--- src/rtl/lpd_pkg.sv ---
// ----------------------------------------------------------------------------
// lpd_pkg
// Shared types and constants for the length-prefixed link deframer.
// ----------------------------------------------------------------------------
`default_nettype none

package lpd_pkg;

    // Configuration register map
    typedef enum logic [1:0] {
        REG_MAX_PAYLOAD_LEN   = 2'd0,
        REG_LINK_IDENTIFIER   = 2'd1,
        REG_MIN_MAJOR_VERSION = 2'd2
    } t_reg_index;

    localparam int unsigned CFG_INDEX_W = 2;
    localparam int unsigned CFG_DATA_W  = 32;

    localparam logic [15:0] MAX_PAYLOAD_LEN_RST   = 16'd1496;
    localparam logic [31:0] LINK_IDENTIFIER_RST   = 32'h8a65_6c70;
    localparam logic [15:0] MIN_MAJOR_VERSION_RST = 16'd1;

    // Result kinds
    localparam logic [2:0] KIND_PAYLOAD   = 3'd0;
    localparam logic [2:0] KIND_EMPTY     = 3'd1;
    localparam logic [2:0] KIND_HS_ACCEPT = 3'd2;
    localparam logic [2:0] KIND_HS_REJECT = 3'd3;
    localparam logic [2:0] KIND_LEN_ERROR = 3'd4;

    // Handshake reply byte positions
    localparam logic [3:0] HS_CMD_FIRST = 4'd4;
    localparam logic [3:0] HS_VER_FIRST = 4'd8;
    localparam logic [3:0] HS_VER_HIGH  = 4'd8;
    localparam logic [3:0] HS_VER_LOW   = 4'd9;
    localparam logic [3:0] HS_LAST      = 4'd11;

    // Frame header byte positions
    localparam logic [3:0] HDR_STATUS   = 4'd1;
    localparam logic [3:0] HDR_LEN_HIGH = 4'd2;
    localparam logic [3:0] HDR_LEN_LOW  = 4'd3;

    typedef enum logic [3:0] {
        PH_HANDSHAKE = 4'b0001,
        PH_HEADER    = 4'b0010,
        PH_PAYLOAD   = 4'b0100,
        PH_ERROR     = 4'b1000
    } t_phase;

endpackage

`default_nettype wire

--- src/rtl/lpd_rx_if.sv ---
// ----------------------------------------------------------------------------
// lpd_rx_if
// Byte stream channel into the deframer.
// ----------------------------------------------------------------------------
`default_nettype none

interface lpd_rx_if;
    logic       valid;
    logic       ready;
    logic [7:0] rx_byte;

    modport source (output valid, output rx_byte, input ready);
    modport sink   (input valid, input rx_byte, output ready);
endinterface

`default_nettype wire

--- src/rtl/lpd_res_if.sv ---
// ----------------------------------------------------------------------------
// lpd_res_if
// Result channel out of the deframer.
// ----------------------------------------------------------------------------
`default_nettype none

interface lpd_res_if;
    logic        valid;
    logic        ready;
    logic [2:0]  kind;
    logic [7:0]  data;
    logic [7:0]  frame_status;
    logic        last;
    logic [15:0] frame_length;

    modport source (output valid, output kind, output data, output frame_status,
                    output last, output frame_length, input ready);
    modport sink   (input valid, input kind, input data, input frame_status,
                    input last, input frame_length, output ready);
endinterface

`default_nettype wire

--- src/rtl/length_prefixed_link_deframer.sv ---
// ----------------------------------------------------------------------------
// length_prefixed_link_deframer
// Checks a 12-byte handshake reply, then splits the byte stream into
// length-prefixed frames and emits payload bytes with status and last flag.
// ----------------------------------------------------------------------------
// One byte is taken per clock cycle while i_rx.ready is high. The byte is
// decoded against the phase and counters combinationally and its result, if
// any, is loaded into the output register at the transfer. i_rx.ready is
// high whenever that register is empty or is being taken in the same cycle,
// so a stream runs at one byte per cycle as long as the result sink keeps up.
// A rejected handshake or an oversized length leaves the block in an error
// phase that swallows all bytes until reset.
`default_nettype none

module length_prefixed_link_deframer
    import lpd_pkg::*;
(
    input  wire                    i_clk,
    input  wire                    i_rst_n,
    input  wire                    i_cfg_we,
    input  wire [CFG_INDEX_W-1:0]  i_cfg_index,
    input  wire [CFG_DATA_W-1:0]   i_cfg_data,
    lpd_rx_if.sink                 i_rx,
    lpd_res_if.source              o_res
);

    // configuration
    logic [15:0] r_max_len;
    logic [31:0] r_link_id;
    logic [15:0] r_min_major;

    // deframer state
    t_phase      r_phase,         n_phase;
    logic [3:0]  r_byte_count,    n_byte_count;
    logic        r_mismatch,      n_mismatch;
    logic [7:0]  r_version_high,  n_version_high;
    logic [7:0]  r_header_status, n_header_status;
    logic [7:0]  r_length_high,   n_length_high;
    logic [15:0] r_header_length, n_header_length;
    logic [15:0] r_remaining,     n_remaining;

    // output register
    logic        r_out_valid;
    logic [2:0]  r_kind,   n_kind;
    logic [7:0]  r_data,   n_data;
    logic [7:0]  r_status, n_status;
    logic        r_last,   n_last;
    logic [15:0] r_length, n_length;
    logic        res_fire;

    logic        in_xfer;
    logic [7:0]  b;
    logic [7:0]  id_byte;
    logic [15:0] rx_length;

    assign i_rx.ready = !r_out_valid || o_res.ready;
    assign in_xfer    = i_rx.valid && i_rx.ready;
    assign b          = i_rx.rx_byte;

    // expected identifier byte, most significant first
    assign id_byte   = 8'(r_link_id >> {2'(2'd3 - r_byte_count[1:0]), 3'b000});
    assign rx_length = {r_length_high, b};

    always_comb begin
        n_phase         = r_phase;
        n_byte_count    = r_byte_count;
        n_mismatch      = r_mismatch;
        n_version_high  = r_version_high;
        n_header_status = r_header_status;
        n_length_high   = r_length_high;
        n_header_length = r_header_length;
        n_remaining     = r_remaining;
        res_fire        = 1'b0;
        n_kind          = KIND_PAYLOAD;
        n_data          = 8'd0;
        n_status        = 8'd0;
        n_last          = 1'b0;
        n_length        = 16'd0;

        unique case (r_phase)
            PH_HANDSHAKE: begin
                if (r_byte_count < HS_CMD_FIRST) begin
                    if (b != id_byte) n_mismatch = 1'b1;
                end else if (r_byte_count < HS_VER_FIRST) begin
                    if (b != 8'd0) n_mismatch = 1'b1;
                end else if (r_byte_count == HS_VER_HIGH) begin
                    n_version_high = b;
                end else if (r_byte_count == HS_VER_LOW) begin
                    if ({r_version_high, b} < r_min_major) n_mismatch = 1'b1;
                end
                if (r_byte_count >= HS_LAST) begin
                    res_fire     = 1'b1;
                    n_byte_count = 4'd0;
                    n_phase      = r_mismatch ? PH_ERROR : PH_HEADER;
                    n_kind       = r_mismatch ? KIND_HS_REJECT : KIND_HS_ACCEPT;
                end else begin
                    n_byte_count = r_byte_count + 4'd1;
                end
            end
            PH_HEADER: begin
                if (r_byte_count >= HDR_LEN_LOW) begin
                    n_header_length = rx_length;
                    n_byte_count    = 4'd0;
                    n_status        = r_header_status;
                    if (rx_length > r_max_len) begin
                        res_fire = 1'b1;
                        n_kind   = KIND_LEN_ERROR;
                        n_length = rx_length;
                        n_phase  = PH_ERROR;
                    end else if (rx_length == 16'd0) begin
                        res_fire = 1'b1;
                        n_kind   = KIND_EMPTY;
                        n_last   = 1'b1;
                    end else begin
                        n_remaining = rx_length;
                        n_phase     = PH_PAYLOAD;
                    end
                end else begin
                    if (r_byte_count == HDR_STATUS)   n_header_status = b;
                    if (r_byte_count == HDR_LEN_HIGH) n_length_high   = b;
                    n_byte_count = r_byte_count + 4'd1;
                end
            end
            PH_PAYLOAD: begin
                res_fire    = 1'b1;
                n_kind      = KIND_PAYLOAD;
                n_data      = b;
                n_status    = r_header_status;
                n_length    = r_header_length;
                n_last      = (r_remaining <= 16'd1);
                n_remaining = r_remaining - 16'd1;
                if (r_remaining <= 16'd1) begin
                    n_remaining  = 16'd0;
                    n_phase      = PH_HEADER;
                    n_byte_count = 4'd0;
                end
            end
            PH_ERROR: begin
                // sticky: bytes are dropped
            end
            default: begin
                n_phase = PH_ERROR;
            end
        endcase
    end

    always_ff @(posedge i_clk) begin
        if (!i_rst_n) begin
            r_max_len       <= MAX_PAYLOAD_LEN_RST;
            r_link_id       <= LINK_IDENTIFIER_RST;
            r_min_major     <= MIN_MAJOR_VERSION_RST;
            r_phase         <= PH_HANDSHAKE;
            r_byte_count    <= 4'd0;
            r_mismatch      <= 1'b0;
            r_version_high  <= 8'd0;
            r_header_status <= 8'd0;
            r_length_high   <= 8'd0;
            r_header_length <= 16'd0;
            r_remaining     <= 16'd0;
            r_out_valid     <= 1'b0;
        end else begin
            if (i_cfg_we) begin
                unique case (i_cfg_index)
                    REG_MAX_PAYLOAD_LEN:   r_max_len   <= i_cfg_data[15:0];
                    REG_LINK_IDENTIFIER:   r_link_id   <= i_cfg_data;
                    REG_MIN_MAJOR_VERSION: r_min_major <= i_cfg_data[15:0];
                    default: ;
                endcase
            end
            if (in_xfer) begin
                r_phase         <= n_phase;
                r_byte_count    <= n_byte_count;
                r_mismatch      <= n_mismatch;
                r_version_high  <= n_version_high;
                r_header_status <= n_header_status;
                r_length_high   <= n_length_high;
                r_header_length <= n_header_length;
                r_remaining     <= n_remaining;
            end
            if (in_xfer && res_fire) begin
                r_out_valid <= 1'b1;
            end else if (o_res.ready) begin
                r_out_valid <= 1'b0;
            end
        end
    end

    // result payload, no reset needed
    always_ff @(posedge i_clk) begin
        if (in_xfer && res_fire) begin
            r_kind   <= n_kind;
            r_data   <= n_data;
            r_status <= n_status;
            r_last   <= n_last;
            r_length <= n_length;
        end
    end

    assign o_res.valid        = r_out_valid;
    assign o_res.kind         = r_kind;
    assign o_res.data         = r_data;
    assign o_res.frame_status = r_status;
    assign o_res.last         = r_last;
    assign o_res.frame_length = r_length;

endmodule

`default_nettype wire

--- src/flat_wrapper.sv ---
// flat-port wrapper written by rule: the top's interface ports become plain ports
module length_prefixed_link_deframer_flat import lpd_pkg::*;
  (i_clk, i_rst_n, i_cfg_we, i_cfg_index, i_cfg_data, i_rx_valid, i_rx_rx_byte, i_rx_ready, o_res_valid, o_res_kind, o_res_data, o_res_frame_status, o_res_last, o_res_frame_length, o_res_ready);
  lpd_rx_if i_rx_i ();
  lpd_res_if o_res_i ();
  input  wire i_clk;
  input  wire i_rst_n;
  input  wire i_cfg_we;
  input  wire [CFG_INDEX_W-1:0] i_cfg_index;
  input  wire [CFG_DATA_W-1:0] i_cfg_data;
  input wire logic [$bits(i_rx_i.valid)-1:0] i_rx_valid;
  input wire logic [$bits(i_rx_i.rx_byte)-1:0] i_rx_rx_byte;
  output wire logic [$bits(i_rx_i.ready)-1:0] i_rx_ready;
  output wire logic [$bits(o_res_i.valid)-1:0] o_res_valid;
  output wire logic [$bits(o_res_i.kind)-1:0] o_res_kind;
  output wire logic [$bits(o_res_i.data)-1:0] o_res_data;
  output wire logic [$bits(o_res_i.frame_status)-1:0] o_res_frame_status;
  output wire logic [$bits(o_res_i.last)-1:0] o_res_last;
  output wire logic [$bits(o_res_i.frame_length)-1:0] o_res_frame_length;
  input wire logic [$bits(o_res_i.ready)-1:0] o_res_ready;
  assign i_rx_i.valid = i_rx_valid;
  assign i_rx_i.rx_byte = i_rx_rx_byte;
  assign i_rx_ready = i_rx_i.ready;
  assign o_res_valid = o_res_i.valid;
  assign o_res_kind = o_res_i.kind;
  assign o_res_data = o_res_i.data;
  assign o_res_frame_status = o_res_i.frame_status;
  assign o_res_last = o_res_i.last;
  assign o_res_frame_length = o_res_i.frame_length;
  assign o_res_i.ready = o_res_ready;
  length_prefixed_link_deframer u_core (.i_clk(i_clk), .i_rst_n(i_rst_n), .i_cfg_we(i_cfg_we), .i_cfg_index(i_cfg_index), .i_cfg_data(i_cfg_data), .i_rx(i_rx_i), .o_res(o_res_i));
endmodule
--- config.mk ---
export PLATFORM = sky130hd
export DESIGN_NAME = length_prefixed_link_deframer_flat
export DESIGN_NICKNAME = d
export VERILOG_FILES = /design/src/rtl/lpd_pkg.sv /design/src/rtl/lpd_rx_if.sv /design/src/rtl/lpd_res_if.sv /design/src/rtl/length_prefixed_link_deframer.sv /design/src/flat_wrapper.sv
export SDC_FILE = /design/constraint.sdc
export NUM_CORES = 1
export LEC_CHECK = 0
export BUFFER_PORTS_ARGS = -buffer_cell sky130_fd_sc_hd__buf_2
export CAP_MARGIN = 15
export CORE_MARGIN = 8
export CORE_UTILIZATION = 30
export DETAILED_ROUTE_END_ITERATION = 7
export SYNTH_ARGS = -nofsm -noshare
export SYNTH_HDL_FRONTEND = slang
export SYNTH_SLANG_ARGS = --single-unit
export TNS_END_PERCENT = 1
--- constraint.sdc ---
create_clock -name i_clk -period 5.3 [get_ports i_clk]
set_input_delay 1.06 -clock i_clk [delete_from_list [all_inputs] [get_ports i_clk]]
set_output_delay 1.06 -clock i_clk [all_outputs]
set_load 0.02 [all_outputs]
# == Word-level counts from Yosys, hierarchy flattened ==
# Cells that the tools add are included.
# word_totals
register_bits,166
inputBits,47
# op_classes
addsub,3
magnitude_cmp,7
n_eq_ne,20
n_shift,1
muxes,44
bitwise,4
n_reduce_logical,23
# ops
op,n
16-bit two-way mux,6
16-bit one-hot mux with 2 select lines,2
4-bit two-way mux,9
32-bit by 5-bit right shift with 8-bit output,1
1-bit two-way mux,17
16-bit > comparator,1
"16-bit by 1-bit less-or-equal comparator with 1-bit output, second input constant",1
16-bit logical NOT,1
16-bit < comparator,1
4-bit one-hot mux with 4 select lines,1
8-bit one-hot mux with 2 select lines,1
"16-bit by 1-bit subtractor with 16-bit output, second input constant",1
"4-bit equality test, second input constant",3
4-bit one-hot mux with 3 select lines,1
5-bit AND reduction,2
3-bit two-way mux,3
3-bit nonzero test,3
"4-bit by 1-bit equality test with 1-bit output, second input constant",2
"4-bit by 2-bit equality test with 1-bit output, second input constant",2
8-bit two-way mux,1
8-bit inequality test,1
4-bit AND reduction,2
8-bit nonzero test,1
7-bit AND reduction,1
other kinds (25),38

# == Depth between registers and ports, before layout ==
# depth
ltp_word,7
mapped_depth,10
ltp_nobuf,9

# == Worst setup path before layout ==
# OpenSTA, ideal clock, no wires.
# synth_timing
kind,input to register
startpoint,in i_rx_rx_byte[7]
endpoint,"reg u_core.r_data[0], in the netlist u_core.o_res.data[0] (enable)"
arrival_time_ns,3.158
required_ns,4.909
setup_slack_ns,1.752
stages,9
cell_sequence,ha_1 nand2_1 nor4_1 a21boi_0 nand3b_1 and3b_1 buf_4 o21bai_1 inv_1
# synth_between
elab_chain_cells,6
elab_cells_between_ends,7
cone_classes,1 x order compare; 4 x mux; 2 x reduce/logical
# synth_lines
element,line_no,rtl
from (decl),flat_wrapper.sv:12,input wire logic [$bits(i_rx_i.rx_byte)-1:0] i_rx_rx_byte;
"parallel branches: the longest is 2 deep, another holds 16-bit > comparator",--,
1-bit two-way mux (*),length_prefixed_link_deframer.sv:105,if (rx_length > r_max_len) begin
1-bit two-way mux (*),length_prefixed_link_deframer.sv:101,if (r_byte_count >= HDR_LEN_LOW) begin
1-bit one-hot mux with 3 select lines (*),length_prefixed_link_deframer.sv:80,unique case (r_phase)
1-bit logical AND (*),length_prefixed_link_deframer.sv:190,if (in_xfer && res_fire) begin
to (signal assigned),length_prefixed_link_deframer.sv:192,r_data <= n_data;
to (decl),length_prefixed_link_deframer.sv:45,"logic [7:0] r_data, n_data;"
# Mark *: on every way between the ends.
# A chain may end at the register's enable or synchronous reset.

# == Worst setup path after layout ==
# layout_timing
startpoint,in i_rx_rx_byte[7]
endpoint,"reg u_core.r_length[3], in the netlist u_core.o_res.frame_length[3] (enable)"
# layout_between
elab_chain_cells,6
elab_cells_between_ends,7
cone_classes,1 x order compare; 4 x mux; 2 x reduce/logical
# layout_lines
element,line_no,rtl
"parallel branches: the longest is 2 deep, another holds 16-bit > comparator",--,
1-bit two-way mux (*),length_prefixed_link_deframer.sv:105,
1-bit two-way mux (*),length_prefixed_link_deframer.sv:101,
1-bit one-hot mux with 3 select lines (*),length_prefixed_link_deframer.sv:80,
1-bit logical AND (*),length_prefixed_link_deframer.sv:190,
to (signal assigned),length_prefixed_link_deframer.sv:195,r_length <= n_length;
to (decl),length_prefixed_link_deframer.sv:48,"logic [15:0] r_length, n_length;"
# Marks and branches as above.

==> impl_metrics.xml <==
<?xml version="1.0" encoding="UTF-8"?>
<metrics>
  <group name="run_status">
    <metric name="run_status" unit="">finished clean</metric>
  </group>
  <group name="grt">
    <metric name="first_global_vias" unit="">6059</metric>
    <metric name="grt_max_degree" unit="">82</metric>
    <metric name="globalRouteOverflowTotal" unit="">0</metric>
    <metric name="grt_antenna_before_repair" unit="">3</metric>
    <metric name="grt_util_all_layers" unit="">0.1290</metric>
    <metric name="grt_first_pass_wirelength" unit="mm">33.62</metric>
  </group>
  <group name="floorplan">
    <metric name="num_io_pins" unit="">85</metric>
    <metric name="row_count" unit="">60</metric>
    <metric name="floorplan.initialDensity" unit="">0.3020</metric>
    <metric name="die_y" unit="µm">179.8</metric>
    <metric name="core_area" unit="mm²">0.02665</metric>
    <metric name="floorplan.die_area" unit="mm²">0.03233</metric>
    <metric name="dieWidth" unit="µm">179.8</metric>
  </group>
  <group name="timing">
    <metric name="worst-slew-pin-transition" unit="ns">1.071</metric>
    <metric name="drv_slew" unit="">0</metric>
    <metric name="final_total_negative_setup_slack" unit="ns">0</metric>
    <metric name="setup_ws" unit="ns">1.950</metric>
    <metric name="timing_hold_violations_final" unit="">0</metric>
    <metric name="timing.final.crit_period" unit="ns">3.350</metric>
    <metric name="finalSetupViolCount" unit="">0</metric>
    <metric name="timing.max_slew.rel_slack" unit="">0.2862</metric>
    <metric name="fin_crit_sh" unit="">0.6321</metric>
    <metric name="rsz0062_at_grt" unit="">false</metric>
    <metric name="fmax" unit="GHz">0.2985</metric>
    <metric name="fin_skew" unit="ns">0.01089</metric>
  </group>
  <group name="clocking">
    <metric name="path_clk_slew" unit="ns">0.07</metric>
    <metric name="cts_buffers" unit="">17</metric>
    <metric name="sink_count" unit="">166</metric>
    <metric name="clk-insertion-delay-late" unit="ns">0.43</metric>
    <metric name="clockRootBuffer" unit="">sky130_fd_sc_hd__clkbuf_16</metric>
    <metric name="cts_tree" unit="">done</metric>
    <metric name="clock_tree.htree_level_count" unit="">4</metric>
    <metric name="post_cts_buffers" unit="">0</metric>
    <metric name="longest_clk_path_bufs" unit="">2</metric>
    <metric name="post_cts_resized" unit="">0</metric>
    <metric name="number_of_hold_buffers_added_after_cts" unit="">0</metric>
  </group>
  <group name="logic_synthesis">
    <metric name="yosysWarnings" unit="">0</metric>
    <metric name="synth_top_area_share" unit="">0.3233</metric>
    <metric name="async_reset_ff_frac" unit="">0</metric>
    <metric name="ys_flop_type" unit="">sky130_fd_sc_hd__dfxtp_1</metric>
    <metric name="synth-edff-count" unit="">36</metric>
    <metric name="yosys.cell_types.count" unit="">66</metric>
    <metric name="synth_top_area_cell" unit="">sky130_fd_sc_hd__dfxtp_1</metric>
    <metric name="ys_seq_elements" unit="">166</metric>
    <metric name="post_synth_main_area_contributors" unit="">sky130_fd_sc_hd__dfxtp_1, sky130_fd_sc_hd__edfxtp_1, sky130_fd_sc_hd__nand2_1, sky130_fd_sc_hd__ha_1, sky130_fd_sc_hd__mux2i_1</metric>
    <metric name="syn-cell-area" unit="mm²">0.008049</metric>
    <metric name="seq_area_frac_synth" unit="">0.4576</metric>
    <metric name="mappedNetlistNets" unit="">948</metric>
    <metric name="synthCells" unit="">864</metric>
    <metric name="syn-mean-instance-area" unit="µm²">9.316</metric>
  </group>
  <group name="pwr">
    <metric name="irDropWorstVdd" unit="µV">155.5</metric>
    <metric name="p_leak" unit="nW">3.812</metric>
    <metric name="power_density" unit="mW/mm²">295.2</metric>
    <metric name="report.power.total" unit="W">0.002758</metric>
  </group>
  <group name="setup_path">
    <metric name="critical_path_class" unit="">input pin to flop</metric>
    <metric name="critical_path.reg2reg.endpoint" unit="">u_core.o_res.frame_length[3]$_DFFE_PP_</metric>
    <metric name="crit_arrival" unit="ns">3.44</metric>
    <metric name="critical_path_peak_fanout" unit="">36</metric>
    <metric name="crit_path_start_kind" unit="">input pin</metric>
    <metric name="worstReg2RegStart" unit="">u_core.r_length_high[6]$_SDFFE_PN0P_</metric>
    <metric name="ff2ff_setup_slack" unit="ns">2.14</metric>
    <metric name="timing.critical_path.required" unit="ns">5.39</metric>
    <metric name="worst_r2r_path_depth" unit="">10</metric>
    <metric name="endpoint_kind" unit="">flop</metric>
  </group>
  <group name="placed_design">
    <metric name="port-buffer-count" unit="">84</metric>
    <metric name="detailedPlacementHpwl" unit="mm">14.96</metric>
    <metric name="placement.setup.worst_slack" unit="ns">1.481</metric>
    <metric name="finalWeightedCongestion" unit="">0.8593</metric>
  </group>
  <group name="finish">
    <metric name="mostFrequentLayoutCell" unit="">sky130_fd_sc_hd__nand2_1</metric>
    <metric name="ratio_of_cells_with_drive_above_1_in_the_final_layout" unit="">0.1806</metric>
    <metric name="final_net_count" unit="">1007</metric>
    <metric name="syn_to_final_growth" unit="%">16.06</metric>
    <metric name="layout_common_cells" unit="">sky130_fd_sc_hd__nand2_1, sky130_fd_sc_hd__dfxtp_1, sky130_fd_sc_hd__buf_2</metric>
  </group>
  <group name="detailed_routing">
    <metric name="postRouteWirelength" unit="mm">21.05</metric>
    <metric name="wire_per_inst" unit="µm">16.47</metric>
    <metric name="detail_route.iter0.violations" unit="">493</metric>
    <metric name="drc_errors" unit="">0</metric>
    <metric name="postRouteAntennaNets" unit="">0</metric>
    <metric name="routed_via_density" unit="">4.926</metric>
    <metric name="num_vias" unit="">6295</metric>
    <metric name="drtPass1Iterations" unit="">6</metric>
  </group>
  <group name="worst_hold_path">
    <metric name="timing.hold.worst_path_depth" unit="">2</metric>
    <metric name="hold_class" unit="">flop to flop</metric>
    <metric name="hold_start" unit="">u_core.r_link_id[8]$_SDFFE_PN0P_</metric>
    <metric name="worst_hold_path.endpoint" unit="">u_core.r_link_id[8]$_SDFFE_PN0P_</metric>
  </group>
  <group name="run">
    <metric name="max_cap_viol_count" unit="">0</metric>
  </group>
</metrics>
[routing by layer]
metal  vias to the layer above  share of wire  GRT usage
met5                         -         0.0012          0
met4                         4          0.011    0.03801
met3                        22          0.059    0.03548
met2                       167           0.45     0.1989
met1                      2965           0.48     0.1734
li1                       3137              -          -
[report_power, final]
part           internal (W)  switching, W  leakage (nW)
clock network      0.000629      0.000583         0.285
registers           0.00131     0.0000143          1.33
logic             0.0000866      0.000138          2.20
total               0.00202      0.000735          3.81
[synth_stat cells, drive strengths merged (2+ instances only)]
cell type,n
nor2b,4
ha,37
or3,5
xor2,10
nor3,8
o211a,2
nand3b,5
edfxtp,36
a22o,16
o211ai,10
nand2,156
inv,40
a22oi,10
nor2,81
xnor2,8
and2,20
nand2b,2
a31o,2
nor4,12
a211oi,15
nand3,20
and4,4
a21oi,71
clkbuf,34
a31oi,2
a21o,8
o21ai,12
mux4,8
nand4,10
o2111ai,2
nor3b,2
mux2i,40
or4,3
o21bai,2
buf,21
and3b,3
dfxtp,130
[worst max path at each step]
stage,start,cells after the start,to
CTS,i_rx_rx_byte[7],11,u_core.o_res.frame_length[3]$_DFFE_PP_
detailed placement,i_rx_rx_byte[7],11,u_core.o_res.frame_length[12]$_DFFE_PP_
finish,i_rx_rx_byte[7],11,u_core.o_res.frame_length[3]$_DFFE_PP_
global route,i_rx_rx_byte[7],11,u_core.o_res.frame_status[6]$_DFFE_PP_
floorplan,i_rx_rx_byte[7],9,u_core.o_res.data[0]$_SDFFCE_PN0P_
global placement,i_rx_rx_byte[7],11,u_core.o_res.frame_length[14]$_DFFE_PP_
[cell families (layout without fill, tap and decap cells)]
group                    Yosys count  in the layout  synth area share
buffers and inverters             96            168           0.05394
AO/OA/AOI/OAI                    162            162            0.1441
multiplexers                      48             48           0.07306
adder cells (fa/ha/maj)           37             37           0.05752
AND/OR/NAND/NOR                  337            337            0.1942
XOR/XNOR                          18             18           0.01959
flip-flops                       166            166            0.4576
other                              0              1                 0
[area by class of cell]
| type | count | area [µm²] |
|---|---|---|
| Multi-Input combinational cell | 602 | 3949 |
| Clock buffer | 17 | 425.4 |
| Timing Repair Buffer | 95 | 543.0 |
| Clock inverter | 15 | 156.4 |
| Inverter | 41 | 155.1 |
| Fill cell | 2724 | 17310 |
| Antenna cell | 1 | 2.502 |
| Sequential cell | 166 | 3684 |
| Tap cell | 341 | 426.7 |
[per-stage QoR]
stage	utilization	std cells	area, µm²	hold WS (ns)
floorplan	-	864	8049	0.4315
global placement	0.3265	1243	8702	0.4405
detailed placement	0.3276	1244	8730	0.4464
CTS	0.3494	1276	9311	0.4558
global route	0.3505	1278	9341	0.4805
finish	0.3505	1278	9341	0.4562
[registers in the layout, summed over array words and instances, names as in the netlist, 3 cells and up]
register	count
u_core.r_header_length	16
u_core.o_res.frame_length	16
u_core.o_res.frame_status	8
u_core.r_version_high	8
u_core.r_max_len	16
u_core.o_res.kind	3
u_core.r_length_high	8
u_core.r_min_major	16
u_core.r_byte_count	4
u_core.r_remaining	16
u_core.r_phase	4
u_core.o_res.data	8
u_core.r_header_status	8
u_core.r_link_id	32
[critical path, cell delays in order]
cell and delay (ns):
sky130_fd_sc_hd__buf_2 0.20, sky130_fd_sc_hd__ha_1 0.33, sky130_fd_sc_hd__nand2_1 0.07, sky130_fd_sc_hd__nor4_1 0.31, sky130_fd_sc_hd__a21boi_0 0.19, sky130_fd_sc_hd__nand3b_1 0.24, sky130_fd_sc_hd__and3b_1 0.19, sky130_fd_sc_hd__buf_4 0.22
sky130_fd_sc_hd__o21bai_1 0.15, sky130_fd_sc_hd__inv_1 0.07, sky130_fd_sc_hd__buf_4 0.38
Power figures use the tool's default switching activity.
